[config.mk]
export PLATFORM = sky130hd
export DESIGN_NAME = wsp_view
export DESIGN_NICKNAME = d
export VERILOG_FILES = /design/src/sv/wsp_pkg.sv /design/src/sv/wsp_view.sv
export SDC_FILE = /design/constraint.sdc
export NUM_CORES = 2
export LEC_CHECK = 0
export ABC_AREA = 1
export BUFFER_PORTS_ARGS = -buffer_cell sky130_fd_sc_hd__buf_2
export CORE_ASPECT_RATIO = 2
export CORE_MARGIN = 2
export CORE_UTILIZATION = 53
export DETAILED_ROUTE_END_ITERATION = 16
export PLACE_DENSITY = 0.77
export SLEW_MARGIN = 20
export SYNTH_ARGS = -nofsm -noshare
export SYNTH_HDL_FRONTEND = slang
export SYNTH_SLANG_ARGS = --single-unit
[constraint.sdc]
create_clock -name clk_i -period 8.75 [get_ports clk_i]
set_input_delay 0.875 -clock clk_i [delete_from_list [all_inputs] [get_ports clk_i]]
set_output_delay 0.875 -clock clk_i [all_outputs]
set_load 0.01 [all_outputs]
[src/sv/wsp_pkg.sv]
package wsp_pkg;

  localparam int FRAC_BITS_DEF = 16;
  localparam int COORD_W       = 32;
  localparam int VP_W          = 14;
  localparam int NEAR_W        = 31;
  localparam int NDC_BITS      = 40;
  localparam int CFG_IDX_W     = 2;
  localparam int IN_TDATA_W    = 136;
  localparam int OUT_TDATA_W   = 64;

  localparam logic [VP_W-1:0]   WIDTH_RST  = 14'd1920;
  localparam logic [VP_W-1:0]   HEIGHT_RST = 14'd1080;
  localparam logic [NEAR_W-1:0] NEAR_RST   = 31'd6554;

  typedef enum logic [CFG_IDX_W-1:0] {
    CFG_WIDTH  = 2'd0,
    CFG_HEIGHT = 2'd1,
    CFG_NEAR   = 2'd2
  } cfg_idx_e;

  typedef enum logic {
    CMD_LOAD    = 1'b0,
    CMD_PROJECT = 1'b1
  } cmd_e;

  typedef struct packed {
    logic vis;
    logic neg_x;
    logic neg_y;
    logic sat_x;
    logic sat_y;
  } div_ctl_t;

endpackage

[src/sv/wsp_view.sv]
module wsp_view
  import wsp_pkg::*;
#(
  parameter int FRAC_BITS = FRAC_BITS_DEF
) (
  input  logic                      clk_i,
  input  logic                      rst_ni,
  input  logic                      en_i,
  input  logic                      valid_i,
  input  div_ctl_t                  ctl_i,
  input  logic [NDC_BITS-1:0]       qx_i,
  input  logic [NDC_BITS-1:0]       qy_i,
  input  logic [VP_W-1:0]           width_i,
  input  logic [VP_W-1:0]           height_i,
  output logic                      valid_o,
  output logic                      visible_o,
  output logic signed [COORD_W-1:0] screen_x_o,
  output logic signed [COORD_W-1:0] screen_y_o
);

  localparam int HALF_W = VP_W - 1;
  localparam int NDC_W  = NDC_BITS + 2;
  localparam int PW     = HALF_W + 1 + NDC_W;
  localparam int SW     = PW + 1;

  logic [HALF_W-1:0]       hw, hh;
  logic [NDC_BITS:0]       mx, my;
  logic signed [NDC_W-1:0] ndx, ndy;
  logic signed [PW-1:0]    px_d, py_d, px_q, py_q;
  logic                    va_q, vis_a_q;
  logic signed [SW-1:0]    bx, by, sx, sy;
  logic signed [COORD_W-1:0] sx_d, sy_d, sx_q, sy_q;
  logic                    vb_q, vis_q;

  always_comb begin
    hw   = width_i[VP_W-1:1];
    hh   = height_i[VP_W-1:1];
    mx   = ctl_i.sat_x ? {1'b1, NDC_BITS'(0)} : {1'b0, qx_i};
    my   = ctl_i.sat_y ? {1'b1, NDC_BITS'(0)} : {1'b0, qy_i};
    ndx  = ctl_i.neg_x ? -$signed({1'b0, mx}) : $signed({1'b0, mx});
    ndy  = ctl_i.neg_y ? -$signed({1'b0, my}) : $signed({1'b0, my});
    px_d = $signed({1'b0, hw}) * ndx;
    py_d = $signed({1'b0, hh}) * ndy;
  end

  always_comb begin
    bx = $signed(SW'({hw, FRAC_BITS'(0)}));
    by = $signed(SW'({hh, FRAC_BITS'(0)}));
    sx = bx + $signed({px_q[PW-1], px_q});
    sy = by - $signed({py_q[PW-1], py_q});
    if (&sx[SW-1:COORD_W-1] || ~|sx[SW-1:COORD_W-1]) begin
      sx_d = sx[COORD_W-1:0];
    end else begin
      sx_d = sx[SW-1] ? {1'b1, (COORD_W-1)'(0)} : {1'b0, {(COORD_W-1){1'b1}}};
    end
    if (&sy[SW-1:COORD_W-1] || ~|sy[SW-1:COORD_W-1]) begin
      sy_d = sy[COORD_W-1:0];
    end else begin
      sy_d = sy[SW-1] ? {1'b1, (COORD_W-1)'(0)} : {1'b0, {(COORD_W-1){1'b1}}};
    end
    if (!vis_a_q) begin
      sx_d = '0;
      sy_d = '0;
    end
  end

  always_ff @(posedge clk_i) begin
    if (en_i) begin
      px_q    <= px_d;
      py_q    <= py_d;
      vis_a_q <= ctl_i.vis;
      sx_q    <= sx_d;
      sy_q    <= sy_d;
      vis_q   <= vis_a_q;
    end
  end

  always_ff @(posedge clk_i or negedge rst_ni) begin
    if (!rst_ni) begin
      va_q <= 1'b0;
      vb_q <= 1'b0;
    end else if (en_i) begin
      va_q <= valid_i;
      vb_q <= va_q;
    end
  end

  assign valid_o    = vb_q;
  assign visible_o  = vis_q;
  assign screen_x_o = sx_q;
  assign screen_y_o = sy_q;

endmodule

Word-level counts from Yosys, hierarchy flattened
Cells that the tools add are included.

word-level totals
  output and inout port bits = 66
  register bits after elaboration = 180
  logic and storage cells = 30
  input port bits = 117

cells by class
  $add $sub $neg = 4
  multiply operators = 2
  reduce and logical (&&, ||, !) cells = 8
  multiplexer cells = 8

operator list
  cell                                            count
  32-bit two-way mux                              4
  14-bit by 42-bit multiplier with 56-bit output  2
  42-bit two-way mux                              2
  41-bit negation with 42-bit output              2
  41-bit two-way mux                              2
  30-bit by 56-bit adder with 57-bit output       1
  30-bit by 56-bit subtractor with 57-bit output  1
  26-bit AND reduction                            2
  26-bit OR reduction                             2
  1-bit zero test                                 2
  1-bit logical OR                                2

Logic depth before layout (Yosys ltp)
  word-level depth = 5
  gate-level depth with buffers = 43
  gate-level depth less buffers = 42

Least setup slack after synthesis
No wires, ideal clock.

  kind = input port to flip-flop
  start point = in ctl_i[1] (netlist bit)
  end point = reg px_q[54] (data pin)
  buffers on the path = 2
  stages = 38
  data required time = 8,488 ps
  slack = 473 ps
  setup time = 262 ps
  arrival = 8,015 ps
  cell sequence = buf_4 > nor2_1 > inv_1 > clkbuf_1 > ha_1 > nand3_2 > nor2_2 > nand4_1 > nor2_1 > nand2_1 > inv_1 > nand3_2 > nor2_2 > a21oi_2 > nor2_4 > nand2_1 > xor2_1 > nand2_1 > [... 2 more ...] > fa_1 > fa_1 > fa_1 > fa_1 > inv_1 > fa_1 > inv_1 > ha_1 > nand2_1 > nor2_1 > inv_1 > nor4_1 > nand3_1 > nand3_1 > nand2_1 > o211ai_1 > a21oi_1 > xor2_1

on the way
  cells in the longest elaborated chain, start to end = 4

ends and longest elaborated chain
  element                                           line            RTL
  start, declared                                   wsp_view.sv:10  input div_ctl_t ctl_i,
  41-bit two-way mux *                              wsp_view.sv:38  mx = ctl_i.sat_x ? {1'b1, NDC_BITS'(0)} : {1'b0, qx_i};
  41-bit negation with 42-bit output                wsp_view.sv:40  ndx = ctl_i.neg_x ? -$signed({1'b0, mx}) : $signed({1'b0, mx});
  42-bit two-way mux *                              wsp_view.sv:40
  14-bit by 42-bit multiplier with 56-bit output *  wsp_view.sv:42  px_d = $signed({1'b0, hw}) * ndx;
  named net px_d[54]                                wsp_view.sv:29  logic signed [PW-1:0] px_d, py_d, px_q, py_q;
  end signal, assigned                              wsp_view.sv:69  px_q <= px_d;
  end, declared                                     wsp_view.sv:29

The timed path passes the listed nets; every way through them passes the cells marked *.
A chain may end at the register's enable or synchronous reset.

Worst setup path in the final report
  start point = in qx_i[0]
  end point = reg px_q[52] (data pin)

on the way
  cells in the longest elaborated chain, start to end = 4

ends and longest elaborated chain
  element                                           line            RTL
  start, declared                                   wsp_view.sv:11  input logic [NDC_BITS-1:0] qx_i,
  41-bit two-way mux *                              wsp_view.sv:38
  41-bit negation with 42-bit output                wsp_view.sv:40
  42-bit two-way mux *                              wsp_view.sv:40
  14-bit by 42-bit multiplier with 56-bit output *  wsp_view.sv:42
  named net px_d[52]                                wsp_view.sv:29

Marks and branches as above.

==> out/summary.txt <==
Area after DPL: 55700 sq um
final hold vios: 0
Cells after Synth: 6691
Die Wd: 223 microns
Worst slew margin: 23.6%
clock latency on the worst-skew pair: 0.49 ns
status: completed
fill count: 8637
Final Non-Filler Cells: 8384
drt first pass iters: 9
Final ANT Viol Nets: 0
Root Buffer Master: clkbuf_16
yosys warns: 0
# setup viols final: 0
Placer Congestion: 1.05
register area share after synthesis: 10.6%
overall routed net length: 188 mm
commonest non-fill, non-tap cell in the layout: inv_1
Max-Cap Viols: 0
initial core utilization: 53.5%
area growth from synthesis to layout: 11.5%
CP arrival: 8.75 ns
placed wire-length estimate: 152 mm
drc violations: 0
Period minus WS final: 8.46 ns
routed via count: 47127
final cycle utilization of the critical path: 96.6%
WP buf/inv: 10
HP Class: in2async
Final Cell Area: 56800 sq um
most used cell, CP: fa_1
die footprint: 98700 sq um
largest net degree at the start of global routing: 87
CP endpoint kind: flop
DR vias/cell: 5.62
WP data required: 9.04 ns
number of buffers created by CTS: 17
Mapped Area: 50900 sq um
FF+latch area: 5400 sq um
DRT iter0 DRCs: 3468
vias in the first global route: 51344
CP Launch Type: primary input
num ports: 183
die height: 442 microns
grt total ovfl: 0
Synth Area per Inst: 7.61 sq um
Net Count, Synth: 8066
WL/cell: 22.4 microns
ys async rst share: 1.11%
share of cells above drive strength 1: 11.2%
CTS tree: built
Worst-Margin Slew: 1.14 ns
Main synth FF type: edfxtp_1
Core Area: 95100 sq um
CP max stage cell: fa_1
CP Max Fanout: 4
Yosys reg bits: 180
kind of critical path: in2reg
post-route core utilization: 59.7%
post-placement cell count: 8320
CTS max path bufs: 2
area of the multi-input gates: 39000 sq um
Yosys cell types: 60
Setup WS pre-CTS: -0.113 ns
setup ws final: 0.294 ns
critical path's largest stage delay: 0.93 ns
CTS Sinks: 180
Pins Over Slew Limit: 0
Final nets: 8516
number of port buffers: 180
Worst-path clk slew: 0.09 ns
H-tree levels: 4
GR Util All Layers: 40.0%
Rows: 160
Clock Skew: 0.0157 ns
highest-count cells in the layout ignoring fill and taps: inv_1 (1591), nand2_1 (1469), fa_1 (957), nor2_1 (923), buf_4 (392)
cts hold-fix bufs: 0
kind of cell adding the most delay to the critical path: adder cells
Achievable Freq: 118 MHz
Post-synth EDFFs: 178
global-route wire length before repair: 288 mm
antenna violations before repair: 21
==> registers in the layout, summed over array words and instances, names as in the netlist <==
name / count
py_q: 56
px_q: 56
va_q: 1
visible_o: 1
vis_a_q: 1
screen_x_o: 32
screen_y_o: 32
valid_o: 1
==> what timing repair did <==
item                                    in CTS  in global routing
resized for setup                            0                 86
buffers inserted                             0                 16
endpoints found under the setup margin       0                 31
==> cell usage after synthesis (24+ instances only) <==
cell type / number / area [sq um]
clkbuf_1: 119 / 447
ha_1: 281 / 3520
nor2_2: 24 / 150
nor2_1: 929 / 3490
nand4_1: 44 / 275
nand3_1: 202 / 1010
a31oi_1: 32 / 200
nand2_2: 24 / 150
nand2_1: 1477 / 5540
fa_1: 977 / 19600
inv_2: 24 / 90.1
inv_1: 1601 / 6010
a21oi_1: 257 / 1290
nor3_1: 45 / 225
xor2_1: 127 / 1110
o21ai_0: 111 / 556
xnor2_1: 58 / 508
edfxtp_1: 178 / 5350
==> final cells by class <==
type | instances | share of cell area, %
Tap cell | 1215 | 2.68
Clock buffer | 17 | 0.749
Timing Repair Buffer | 583 | 7.12
Clock inverter | 15 | 0.328
Inverter | 1634 | 10.8
Antenna cell | 15 | 0.0661
Sequential cell | 180 | 9.50
Multi-Input combinational cell | 4725 | 68.7
==> through the flow <==
step,hold slack [ns],setup TNS (ns)
floorplan,0.449,0
detailed placement,0.521,-0.482
global placement,0.493,0
global route,0.163,-0.0444
CTS,0.157,0
finish,0.163,0
==> cells by family after synthesis <==
logic type	Yosys count	share of synthesized area, %
compound gates	475	5.15
xor+xnor	190	3.36
fa+ha+maj	1258	45.3
buf+inv	1786	13.3
flops	180	10.6
simple gates	2802	22.3
==> worst paths after layout <==
path	start	to	slack [ns]	cells after the start
worst max register to register	px_q[16]$_DFFE_PP_	screen_x_o[15]$_SDFFCE_PN0P_	4.51	16
worst min-delay path	rst_ni	va_q$_DFFE_PN0P_	0.16	1
worst max-delay path	qx_i[0]	px_q[52]$_DFFE_PP_	0.29	40
max in group asynchronous	rst_ni	valid_o$_DFFE_PN0P_	8.50	1
worst min register to register	valid_o$_DFFE_PN0P_	valid_o$_DFFE_PN0P_	0.53	2
min in group clk_i	valid_o$_DFFE_PN0P_	valid_o$_DFFE_PN0P_	0.53	2
==> per-layer routing <==
| layer | share of wire (%) | wire (microns) | global-route usage (%) |
|---|---|---|---|
| met1 | 27 | 50500 | 32.3 |
| met2 | 50 | 94200 | 68.8 |
| met3 | 8.9 | 16700 | 15.0 |
| met4 | 14 | 26300 | 44.6 |
| met5 | 0.13 | 247 | 1.99 |
Power is left out: the tool's default activity adds up to more than one toggle a clock period on the data nets, which glitch-free logic cannot reach.
